## src/hdl/s2a_pkg.sv

```systemverilog
// ---------------------------------------------------------------------------
// s2a_pkg
// Types, codes and key tables for the scan code to ASCII queue.
// ---------------------------------------------------------------------------
package s2a_pkg;

	localparam int QUEUE_DEPTH_DEF = 256;
	localparam int CMD_W   = 2;
	localparam int CHAR_W  = 8;
	localparam int LEVEL_W = 9;

	// Request commands.
	localparam logic [CMD_W-1:0] CMD_PUSH  = 2'd0;
	localparam logic [CMD_W-1:0] CMD_READ  = 2'd1;
	localparam logic [CMD_W-1:0] CMD_FLUSH = 2'd2;

	// Scan codes with special handling (set 1, make codes).
	localparam logic [6:0] KEY_SHIFT_L = 7'h2A;
	localparam logic [6:0] KEY_SHIFT_R = 7'h36;
	localparam logic [6:0] KEY_CAPS    = 7'h3A;
	localparam logic [6:0] KEY_RETURN  = 7'h1C;
	localparam logic [6:0] KEY_BKSP    = 7'h0E;
	localparam logic [6:0] KEY_TAB     = 7'h0F;
	localparam logic [6:0] KEY_ESC     = 7'h01;
	localparam logic [7:0] SCAN_PREFIX = 8'hE0;

	// Control characters produced by the special keys.
	localparam logic [CHAR_W-1:0] CH_LF  = 8'h0A;
	localparam logic [CHAR_W-1:0] CH_BS  = 8'h08;
	localparam logic [CHAR_W-1:0] CH_TAB = 8'h09;
	localparam logic [CHAR_W-1:0] CH_ESC = 8'h1B;

	// Outcome of decoding one scan byte.
	typedef struct packed {
		logic [CHAR_W-1:0] ch;
		logic              shift_nxt;
		logic              caps_nxt;
	} key_result_t;

	// Unshifted key map; zero means the key makes no character.
	function automatic logic [CHAR_W-1:0] map_plain(input logic [6:0] key);
		logic [CHAR_W-1:0] c;
		case (key)
			7'h02: c = 8'h31; 7'h03: c = 8'h32; 7'h04: c = 8'h33; 7'h05: c = 8'h34;
			7'h06: c = 8'h35; 7'h07: c = 8'h36; 7'h08: c = 8'h37; 7'h09: c = 8'h38;
			7'h0A: c = 8'h39; 7'h0B: c = 8'h30; 7'h0C: c = 8'h2D; 7'h0D: c = 8'h3D;
			7'h10: c = 8'h71; 7'h11: c = 8'h77; 7'h12: c = 8'h65; 7'h13: c = 8'h72;
			7'h14: c = 8'h74; 7'h15: c = 8'h79; 7'h16: c = 8'h75; 7'h17: c = 8'h69;
			7'h18: c = 8'h6F; 7'h19: c = 8'h70; 7'h1A: c = 8'h5B; 7'h1B: c = 8'h5D;
			7'h1E: c = 8'h61; 7'h1F: c = 8'h73; 7'h20: c = 8'h64; 7'h21: c = 8'h66;
			7'h22: c = 8'h67; 7'h23: c = 8'h68; 7'h24: c = 8'h6A; 7'h25: c = 8'h6B;
			7'h26: c = 8'h6C; 7'h27: c = 8'h3B; 7'h28: c = 8'h27; 7'h29: c = 8'h60;
			7'h2B: c = 8'h5C; 7'h2C: c = 8'h7A; 7'h2D: c = 8'h78; 7'h2E: c = 8'h63;
			7'h2F: c = 8'h76; 7'h30: c = 8'h62; 7'h31: c = 8'h6E; 7'h32: c = 8'h6D;
			7'h33: c = 8'h2C; 7'h34: c = 8'h2E; 7'h35: c = 8'h2F; 7'h37: c = 8'h2A;
			7'h39: c = 8'h20; 7'h4A: c = 8'h2D; 7'h4E: c = 8'h2B;
			default: c = 8'h00;
		endcase
		return c;
	endfunction

	// Shifted key map.
	function automatic logic [CHAR_W-1:0] map_upper(input logic [6:0] key);
		logic [CHAR_W-1:0] c;
		case (key)
			7'h02: c = 8'h21; 7'h03: c = 8'h40; 7'h04: c = 8'h23; 7'h05: c = 8'h24;
			7'h06: c = 8'h25; 7'h07: c = 8'h5E; 7'h08: c = 8'h26; 7'h09: c = 8'h2A;
			7'h0A: c = 8'h28; 7'h0B: c = 8'h29; 7'h0C: c = 8'h5F; 7'h0D: c = 8'h2B;
			7'h10: c = 8'h51; 7'h11: c = 8'h57; 7'h12: c = 8'h45; 7'h13: c = 8'h52;
			7'h14: c = 8'h54; 7'h15: c = 8'h59; 7'h16: c = 8'h55; 7'h17: c = 8'h49;
			7'h18: c = 8'h4F; 7'h19: c = 8'h50; 7'h1A: c = 8'h7B; 7'h1B: c = 8'h7D;
			7'h1E: c = 8'h41; 7'h1F: c = 8'h53; 7'h20: c = 8'h44; 7'h21: c = 8'h46;
			7'h22: c = 8'h47; 7'h23: c = 8'h48; 7'h24: c = 8'h4A; 7'h25: c = 8'h4B;
			7'h26: c = 8'h4C; 7'h27: c = 8'h3A; 7'h28: c = 8'h22; 7'h29: c = 8'h7E;
			7'h2B: c = 8'h7C; 7'h2C: c = 8'h5A; 7'h2D: c = 8'h58; 7'h2E: c = 8'h43;
			7'h2F: c = 8'h56; 7'h30: c = 8'h42; 7'h31: c = 8'h4E; 7'h32: c = 8'h4D;
			7'h33: c = 8'h3C; 7'h34: c = 8'h3E; 7'h35: c = 8'h3F; 7'h37: c = 8'h2A;
			7'h39: c = 8'h20; 7'h4A: c = 8'h2D; 7'h4E: c = 8'h2B;
			default: c = 8'h00;
		endcase
		return c;
	endfunction

endpackage

```

## src/hdl/s2a_if.sv

```systemverilog
// ---------------------------------------------------------------------------
// s2a_if
// Valid/ready channels for scan code requests and character responses.
// ---------------------------------------------------------------------------
interface s2a_req_if;
	logic                         valid;
	logic                         ready;
	logic [s2a_pkg::CMD_W-1:0]    command;
	logic [7:0]                   scan_byte;

	modport source (output valid, output command, output scan_byte, input ready);
	modport sink   (input valid, input command, input scan_byte, output ready);
endinterface

interface s2a_rsp_if;
	logic                         valid;
	logic                         ready;
	logic [s2a_pkg::CHAR_W-1:0]   out_char;
	logic                         char_valid;
	logic [s2a_pkg::LEVEL_W-1:0]  queue_level;
	logic                         dropped;

	modport source (output valid, output out_char, output char_valid,
		output queue_level, output dropped, input ready);
	modport sink   (input valid, input out_char, input char_valid,
		input queue_level, input dropped, output ready);
endinterface

```

## src/hdl/s2a_decode.sv

```systemverilog
// ---------------------------------------------------------------------------
// s2a_decode
// Translates one set-1 scan byte and computes the next modifier state.
// ---------------------------------------------------------------------------
module s2a_decode (
	input  logic [7:0]           scan_byte,
	input  logic                 shift_held,
	input  logic                 caps_active,
	output s2a_pkg::key_result_t result
);

	logic [6:0]                  key;
	logic [s2a_pkg::CHAR_W-1:0]  mapped;
	logic                        is_shift;

	assign key      = scan_byte[6:0];
	assign is_shift = (key == s2a_pkg::KEY_SHIFT_L) || (key == s2a_pkg::KEY_SHIFT_R);

	always_comb begin
		mapped = shift_held ? s2a_pkg::map_upper(key) : s2a_pkg::map_plain(key);
		// Caps lock flips the case of letters only.
		if (caps_active && !shift_held && mapped >= 8'h61 && mapped <= 8'h7A) begin
			mapped = mapped - 8'h20;
		end else if (caps_active && shift_held && mapped >= 8'h41 && mapped <= 8'h5A) begin
			mapped = mapped + 8'h20;
		end

		result.ch        = '0;
		result.shift_nxt = shift_held;
		result.caps_nxt  = caps_active;

		if (scan_byte == s2a_pkg::SCAN_PREFIX) begin
			// Extended prefix is ignored entirely.
		end else if (scan_byte[7]) begin
			if (is_shift) begin
				result.shift_nxt = 1'b0;
			end
		end else if (is_shift) begin
			result.shift_nxt = 1'b1;
		end else begin
			case (key)
				s2a_pkg::KEY_CAPS:   result.caps_nxt = !caps_active;
				s2a_pkg::KEY_RETURN: result.ch = s2a_pkg::CH_LF;
				s2a_pkg::KEY_BKSP:   result.ch = s2a_pkg::CH_BS;
				s2a_pkg::KEY_TAB:    result.ch = s2a_pkg::CH_TAB;
				s2a_pkg::KEY_ESC:    result.ch = s2a_pkg::CH_ESC;
				default:             result.ch = mapped;
			endcase
		end
	end

endmodule

```

## src/hdl/scancode_to_ascii_fifo.sv

```systemverilog
// ---------------------------------------------------------------------------
// scancode_to_ascii_fifo
// PS/2 set-1 scan code translator feeding a character queue.
// ---------------------------------------------------------------------------
//
//  Channel | Modport | Payload                                     | Handshake
//  --------+---------+---------------------------------------------+----------
//  req     | sink    | command, scan_byte                          | valid/ready
//  rsp     | source  | out_char, char_valid, queue_level, dropped  | valid/ready
//
// Decode, modifier update and queue access sit between the request
// handshake and the response register, so a new request is taken in every
// cycle while the response side keeps up.
// The response for a request is visible in the cycle after it is accepted.
// A request is accepted while the response register is empty or being
// drained in the same cycle; a stalled response stalls only new requests.
// Reset clears the pointers, the fill count and the modifier flags at once;
// the character memory is not cleared, as only written entries are read.
//
module scancode_to_ascii_fifo #(
	parameter int QUEUE_DEPTH = s2a_pkg::QUEUE_DEPTH_DEF
) (
	input logic         clk,
	input logic         arst_n,
	s2a_req_if.sink     req,
	s2a_rsp_if.source   rsp
);

	localparam int PTR_W = $clog2(QUEUE_DEPTH);
	localparam int CNT_W = $clog2(QUEUE_DEPTH + 1);

	// Queue and modifier state.
	logic [PTR_W-1:0]             rd_ptr_q, wr_ptr_q;
	logic [PTR_W-1:0]             rd_ptr_nxt, wr_ptr_nxt;
	logic [CNT_W-1:0]             count_q, count_nxt;
	logic                         shift_q, caps_q;
	logic                         shift_nxt, caps_nxt;

	// Character memory, one write and one registered read port.
	logic [s2a_pkg::CHAR_W-1:0]   char_store_q [QUEUE_DEPTH];
	logic [s2a_pkg::CHAR_W-1:0]   rd_data_q;

	// Response register.
	logic                         rsp_valid_q;
	logic                         char_valid_q;
	logic                         dropped_q;
	logic [s2a_pkg::LEVEL_W-1:0]  level_q;

	logic                         accept;
	logic                         wr_en, rd_en, lost;
	logic                         full;
	s2a_pkg::key_result_t         key_res;

	function automatic logic [PTR_W-1:0] ptr_adv(input logic [PTR_W-1:0] p);
		return (p == PTR_W'(QUEUE_DEPTH - 1)) ? '0 : p + PTR_W'(1);
	endfunction

	// The response slot frees up whenever the consumer takes its content.
	assign req.ready = !rsp_valid_q || rsp.ready;
	assign accept    = req.valid && req.ready;
	assign full      = (count_q == CNT_W'(QUEUE_DEPTH));

	s2a_decode u_decode (
		.scan_byte   (req.scan_byte),
		.shift_held  (shift_q),
		.caps_active (caps_q),
		.result      (key_res)
	);

	// Next-state logic for one request. Enables are qualified by accept
	// where they reach registers and the memory.
	always_comb begin
		rd_ptr_nxt = rd_ptr_q;
		wr_ptr_nxt = wr_ptr_q;
		count_nxt  = count_q;
		shift_nxt  = shift_q;
		caps_nxt   = caps_q;
		wr_en      = 1'b0;
		rd_en      = 1'b0;
		lost       = 1'b0;
		unique case (req.command)
			s2a_pkg::CMD_PUSH: begin
				shift_nxt = key_res.shift_nxt;
				caps_nxt  = key_res.caps_nxt;
				if (key_res.ch != '0) begin
					if (full) begin
						// No room: the character is lost and flagged.
						lost = 1'b1;
					end else begin
						wr_en      = 1'b1;
						wr_ptr_nxt = ptr_adv(wr_ptr_q);
						count_nxt  = count_q + CNT_W'(1);
					end
				end
			end
			s2a_pkg::CMD_READ: begin
				// A read from an empty queue changes nothing.
				if (count_q != '0) begin
					rd_en      = 1'b1;
					rd_ptr_nxt = ptr_adv(rd_ptr_q);
					count_nxt  = count_q - CNT_W'(1);
				end
			end
			s2a_pkg::CMD_FLUSH: begin
				rd_ptr_nxt = '0;
				wr_ptr_nxt = '0;
				count_nxt  = '0;
			end
			default: begin
				// The unused command only reports the level.
			end
		endcase
	end

	always_ff @(posedge clk or negedge arst_n) begin
		if (!arst_n) begin
			rd_ptr_q <= '0;
			wr_ptr_q <= '0;
			count_q  <= '0;
			shift_q  <= 1'b0;
			caps_q   <= 1'b0;
		end else if (accept) begin
			rd_ptr_q <= rd_ptr_nxt;
			wr_ptr_q <= wr_ptr_nxt;
			count_q  <= count_nxt;
			shift_q  <= shift_nxt;
			caps_q   <= caps_nxt;
		end
	end

	// A pop never targets the entry pushed in the same cycle, since each
	// request either pushes or pops, so no bypass is needed.
	always_ff @(posedge clk) begin
		if (accept && wr_en) begin
			char_store_q[wr_ptr_q] <= key_res.ch;
		end
	end

	// The read data register is loaded only together with the response
	// register, so it stays aligned with the response it belongs to.
	always_ff @(posedge clk) begin
		if (accept && rd_en) begin
			rd_data_q <= char_store_q[rd_ptr_q];
		end
	end

	always_ff @(posedge clk or negedge arst_n) begin
		if (!arst_n) begin
			rsp_valid_q <= 1'b0;
		end else if (accept) begin
			rsp_valid_q <= 1'b1;
		end else if (rsp.ready) begin
			rsp_valid_q <= 1'b0;
		end
	end

	always_ff @(posedge clk) begin
		if (accept) begin
			char_valid_q <= rd_en;
			dropped_q    <= lost;
			level_q      <= s2a_pkg::LEVEL_W'(count_nxt);
		end
	end

	assign rsp.valid       = rsp_valid_q;
	assign rsp.out_char    = char_valid_q ? rd_data_q : '0;
	assign rsp.char_valid  = char_valid_q;
	assign rsp.queue_level = level_q;
	assign rsp.dropped     = dropped_q;

endmodule

```

## src/flat_wrapper.sv

```systemverilog
// flat-port wrapper written by rule: the top's interface ports become plain ports
module scancode_to_ascii_fifo_flat 
#(
	parameter int QUEUE_DEPTH = s2a_pkg::QUEUE_DEPTH_DEF
)
  (clk, arst_n, req_valid, req_command, req_scan_byte, req_ready, rsp_valid, rsp_out_char, rsp_char_valid, rsp_queue_level, rsp_dropped, rsp_ready);
  s2a_req_if req_i ();
  s2a_rsp_if rsp_i ();
  input logic clk;
  input logic arst_n;
  input wire logic [$bits(req_i.valid)-1:0] req_valid;
  input wire logic [$bits(req_i.command)-1:0] req_command;
  input wire logic [$bits(req_i.scan_byte)-1:0] req_scan_byte;
  output wire logic [$bits(req_i.ready)-1:0] req_ready;
  output wire logic [$bits(rsp_i.valid)-1:0] rsp_valid;
  output wire logic [$bits(rsp_i.out_char)-1:0] rsp_out_char;
  output wire logic [$bits(rsp_i.char_valid)-1:0] rsp_char_valid;
  output wire logic [$bits(rsp_i.queue_level)-1:0] rsp_queue_level;
  output wire logic [$bits(rsp_i.dropped)-1:0] rsp_dropped;
  input wire logic [$bits(rsp_i.ready)-1:0] rsp_ready;
  assign req_i.valid = req_valid;
  assign req_i.command = req_command;
  assign req_i.scan_byte = req_scan_byte;
  assign req_ready = req_i.ready;
  assign rsp_valid = rsp_i.valid;
  assign rsp_out_char = rsp_i.out_char;
  assign rsp_char_valid = rsp_i.char_valid;
  assign rsp_queue_level = rsp_i.queue_level;
  assign rsp_dropped = rsp_i.dropped;
  assign rsp_i.ready = rsp_ready;
  scancode_to_ascii_fifo #(.QUEUE_DEPTH(QUEUE_DEPTH)) u_core (.clk(clk), .arst_n(arst_n), .req(req_i), .rsp(rsp_i));
endmodule
```

## config.mk

```make
export PLATFORM = sky130hd
export DESIGN_NAME = scancode_to_ascii_fifo_flat
export DESIGN_NICKNAME = d
export VERILOG_FILES = /design/src/hdl/s2a_pkg.sv /design/src/hdl/s2a_if.sv /design/src/hdl/s2a_decode.sv /design/src/hdl/scancode_to_ascii_fifo.sv /design/src/flat_wrapper.sv
export SDC_FILE = /design/constraint.sdc
export NUM_CORES = 2
export LEC_CHECK = 0
export ABC_AREA = 1
export BUFFER_PORTS_ARGS = -buffer_cell sky130_fd_sc_hd__clkbuf_2
export CELL_PAD_IN_SITES_DETAIL_PLACEMENT = 1
export CELL_PAD_IN_SITES_GLOBAL_PLACEMENT = 1
export CORE_UTILIZATION = 35
export DETAILED_ROUTE_END_ITERATION = 10
export PLACE_DENSITY_LB_ADDON = 0.1
export SLEW_MARGIN = 5
export SYNTH_ARGS = -nofsm -noshare
export SYNTH_HDL_FRONTEND = slang
export SYNTH_SLANG_ARGS = --single-unit
```

## constraint.sdc

```tcl
create_clock -name clk -period 16.8 [get_ports clk]
set_input_delay 0.84 -clock clk [delete_from_list [all_inputs] [get_ports clk]]
set_output_delay 0.84 -clock clk [all_outputs]
set_load 0.02 [all_outputs]
```

==> results_dict.tcl <==
set metrics [dict create \
    status "completed" \
    drt_iter0_drc 5039 \
    fmax_mhz 178.2 \
    drc 0 \
    finalHoldViolCount 0 \
    rows 180 \
    period_share_pct 33.41 \
    design.die.area_mm2 0.2447 \
    die_h_um 494.7 \
    critPathLaunchType "flop" \
    synth_cell_types 57 \
    synth_top_area_share_pct 73.07 \
    grt_pass1_wl_mm 422.5 \
    fin_area_mm2 0.09550 \
    synth.top_cells.by_area "edfxtp_1 (73%), o21ai_0 (6.2%), nor2_1 (5.7%), o22ai_1 (2.4%), nand2_1 (2.0%)" \
    hpwl_mm 173.8 \
    fin_cells 9958 \
    setup.worst_path.end_class "flop" \
    grt_overflow_total 0 \
    grt_pass1_vias 57070 \
    drive_above_1_share_pct 8.390 \
    vdd_drop_max_uv 126.1 \
    cp.required_ns 17.35 \
    p_clk_share_pct 31.5 \
    vias_per_cell 5.591 \
    path_class "flop to flop" \
    initial_core_util_pct 35.25 \
    htreeDepth 4 \
    grt_max_degree 161 \
    internal_power_w 0.009771 \
    antenna_found_initial 13 \
    fin_worst_skew_ns 0.03129 \
    portBuffers 34 \
    pwr-share-seq_pct 37.4 \
    maxSlewViolCount 0 \
    hp-class "input port to async pin" \
    cts_made_buffers 224 \
    die_x_um 494.7 \
    crit_fanout 90 \
    dr.pass1.iters 7 \
    switchingPower_w 0.005945 \
    cts_hold_buf 0 \
    syn-cell-area_mm2 0.08495 \
    finalCriticalPeriod_ns 5.612 \
    clk_pin_slew_worst_paths_ns 0.06 \
    post_cts_resized 0 \
    nets 6615 \
    vias 55670 \
    placed_cells 9537 \
    syn_to_final_growth_pct 12.42 \
    place_area_mm2 0.08828 \
    clkLatencyLatePin_ns 0.87 \
    hold_slack_ns 0.05708 \
    synth_cells 6684 \
    setup_violations 0 \
    powerDensity_mw_per_mm2 164.6 \
    synth_edf_count 2067 \
    gr-usage-all-layers_pct 23.73 \
    cts_setup_buffers 0 \
    tritoncts "yes" \
    ys_ff_latch 2095 \
    ant_nets 0 \
    slew_headroom_pct 15.51 \
    synth_warnings 0 \
    leakage_nw 30.95 \
    cts_max_path_buffers 3 \
    wl_mm 292.9 \
    synth_nets 6720 \
    seq_area_frac_synth_pct 73.89 \
    fill_cells 25030 \
    coreArea_mm2 0.2410 \
    crit_arrival_ns 6.16 \
    gp_congestion 0.8244 \
    ys.flop_type "edfxtp_1" \
    io_pins 35 \
    combPwrFrac_pct 31.1 \
    cts.sinks 2095 \
    wl_per_cell_um 29.42 \
    async_reset_ff_share_pct 1.337 \
    tns_ns 0 \
    swShare_pct 37.83 \
    rsz0062_at_grt "no" \
    cap_viol_max_count 0 \
    avgSynthCellArea_um2 12.71 \
    yosys.area.top_type "edfxtp_1" \
    utilization_pct 39.63 \
    ctsRootBufferMaster "clkbuf_16" \
    worst_pin_slew_ns 1.258 \
]
[routing by layer]
| metal | track usage [%] | share of wire (%) |
|---|---|---|
| met2 | 38.44 | 47 |
| met3 | 3.136 | 4.5 |
| met1 | 33.47 | 46 |
| met5 | 0 | 0.0038 |
| met4 | 6.326 | 2.5 |
[Yosys cell counts, types with 25 or more instances]
cell / count
edfxtp_1: 2067
nor2_1: 1293
o21ai_0: 1045
nand2_1: 449
clkbuf_1: 441
o22ai_1: 322
nand3_1: 252
o221ai_1: 192
inv_1: 104
a21oi_1: 91
o211ai_1: 75
nor3_1: 49
nand4_1: 36
a31oi_1: 30
dfrtp_1: 28
nor2_2: 25
[placed cells by master (no fill, tap or decap), types with 12 or more instances in the layout]
cell,instances
o211ai_1,75
nand2_2,16
clkinv_2,33
clkbuf_1,52
edfxtp_1,2067
nor2_2,26
o21ai_1,15
nor2_1,1288
buf_4,110
clkbuf_2,34
nor3_1,49
nand4_1,36
o21ai_0,1045
nand2_1,444
a21oi_1,90
o221ai_1,192
nand3_1,248
clkinv_1,73
a31oi_1,30
bufinv_16,23
nor3_2,13
clkbuf_16,227
dfrtp_1,24
ha_1,22
inv_2,12
inv_1,89
o22ai_1,322
[critical path, cell delays in order, from the launching register on]
cell and delay [ns]:
dfrtp_4 0.85, buf_4 0.68, buf_4 0.64, buf_4 0.82, o21ai_0 0.20, o221ai_1 0.33
o211ai_1 0.31, a31oi_1 0.38, a221oi_1 0.28, o221ai_1 0.66
[path summary, 6_finish.rpt]
check,cells past startpoint,start,slack [ns],end
setup / recovery,9,u_core.rd_ptr_q[0]$_DFFE_PN0P_,11.19,u_core.rd_data_q[4]$_DFFE_PP_
hold / removal,2,arst_n,0.06,u_core.count_q[4]$_DFFE_PN0P_
setup reg to reg,9,u_core.rd_ptr_q[0]$_DFFE_PN0P_,11.19,u_core.rd_data_q[4]$_DFFE_PP_
hold reg to reg,1,u_core.caps_q$_DFFE_PN0P_,0.52,u_core.caps_q$_DFFE_PN0P_
max in group asynchronous,2,arst_n,16.30,u_core.rd_ptr_q[2]$_DFFE_PN0P_
min in group clk,2,req_scan_byte[7],0.25,u_core.shift_q$_DFFE_PN0P_
[power groups by stage]
stage / clock, W / combinational [W] / sequential (W)
floorplan: 0 / 0.00278 / 0.00595
global placement: 0 / 0.00492 / 0.00599
detailed placement: 0 / 0.00491 / 0.00599
CTS: 0.00504 / 0.00493 / 0.00588
global route: 0.00522 / 0.00526 / 0.00588
finish: 0.00495 / 0.00489 / 0.00588
[layout make-up]
type,instances,area (um^2),area share (%)
inverters,123,534.3,0.5594
clock inverters,135,1291,1.352
well taps,3185,3985,4.173
multi-input cells,3982,19820,20.75
diodes,3,7.507,0.007861
repair buffers,153,1164,1.218
clock buffers,282,5917,6.196
flip-flops and latches,2095,62780,65.74
[stage by stage]
| stage | power [W] | worst slack (ns) |
|---|---|---|
| 2_1_floorplan | 0.008729 | 5.885 |
| 3_3_place_gp | 0.01091 | 10.37 |
| 3_5_place_dp | 0.01090 | 10.34 |
| 4_1_cts | 0.01585 | 11.22 |
| 5_1_grt | 0.01636 | 10.89 |
| 6_report | 0.01572 | 11.19 |
[state kept, by name, summed over array words and instances (netlist names)]
| register | count |
|---|---|
| u_core.rsp.queue_level | 9 |
| u_core.count_q | 9 |
| u_core.rsp.dropped | 1 |
| u_core.rsp.char_valid | 1 |
| u_core.shift_q | 1 |
| u_core.wr_ptr_q | 8 |
| u_core.rd_ptr_q | 8 |
| u_core.char_store_q | 2048 |
| u_core.rd_data_q | 8 |
| u_core.rsp.valid | 1 |
| u_core.caps_q | 1 |
[cells by family (layout without fill, tap and decap cells)]
kind of cell               count (synthesis)  in the layout  share of synthesized area, %
adders and majority gates                 22             22                        0.3240
other                                      0              3                             0
and+or+nand+nor                         2150           2150                         10.48
xor gates and xnor gates                  12             12                        0.1237
AOI/OAI and AO/OA                       1798           1798                         12.31
buffers and inverters                    607            693                         2.877
DFF                                     2095           2095                         73.89
No activity file was read; power rests on OpenSTA's default activity.
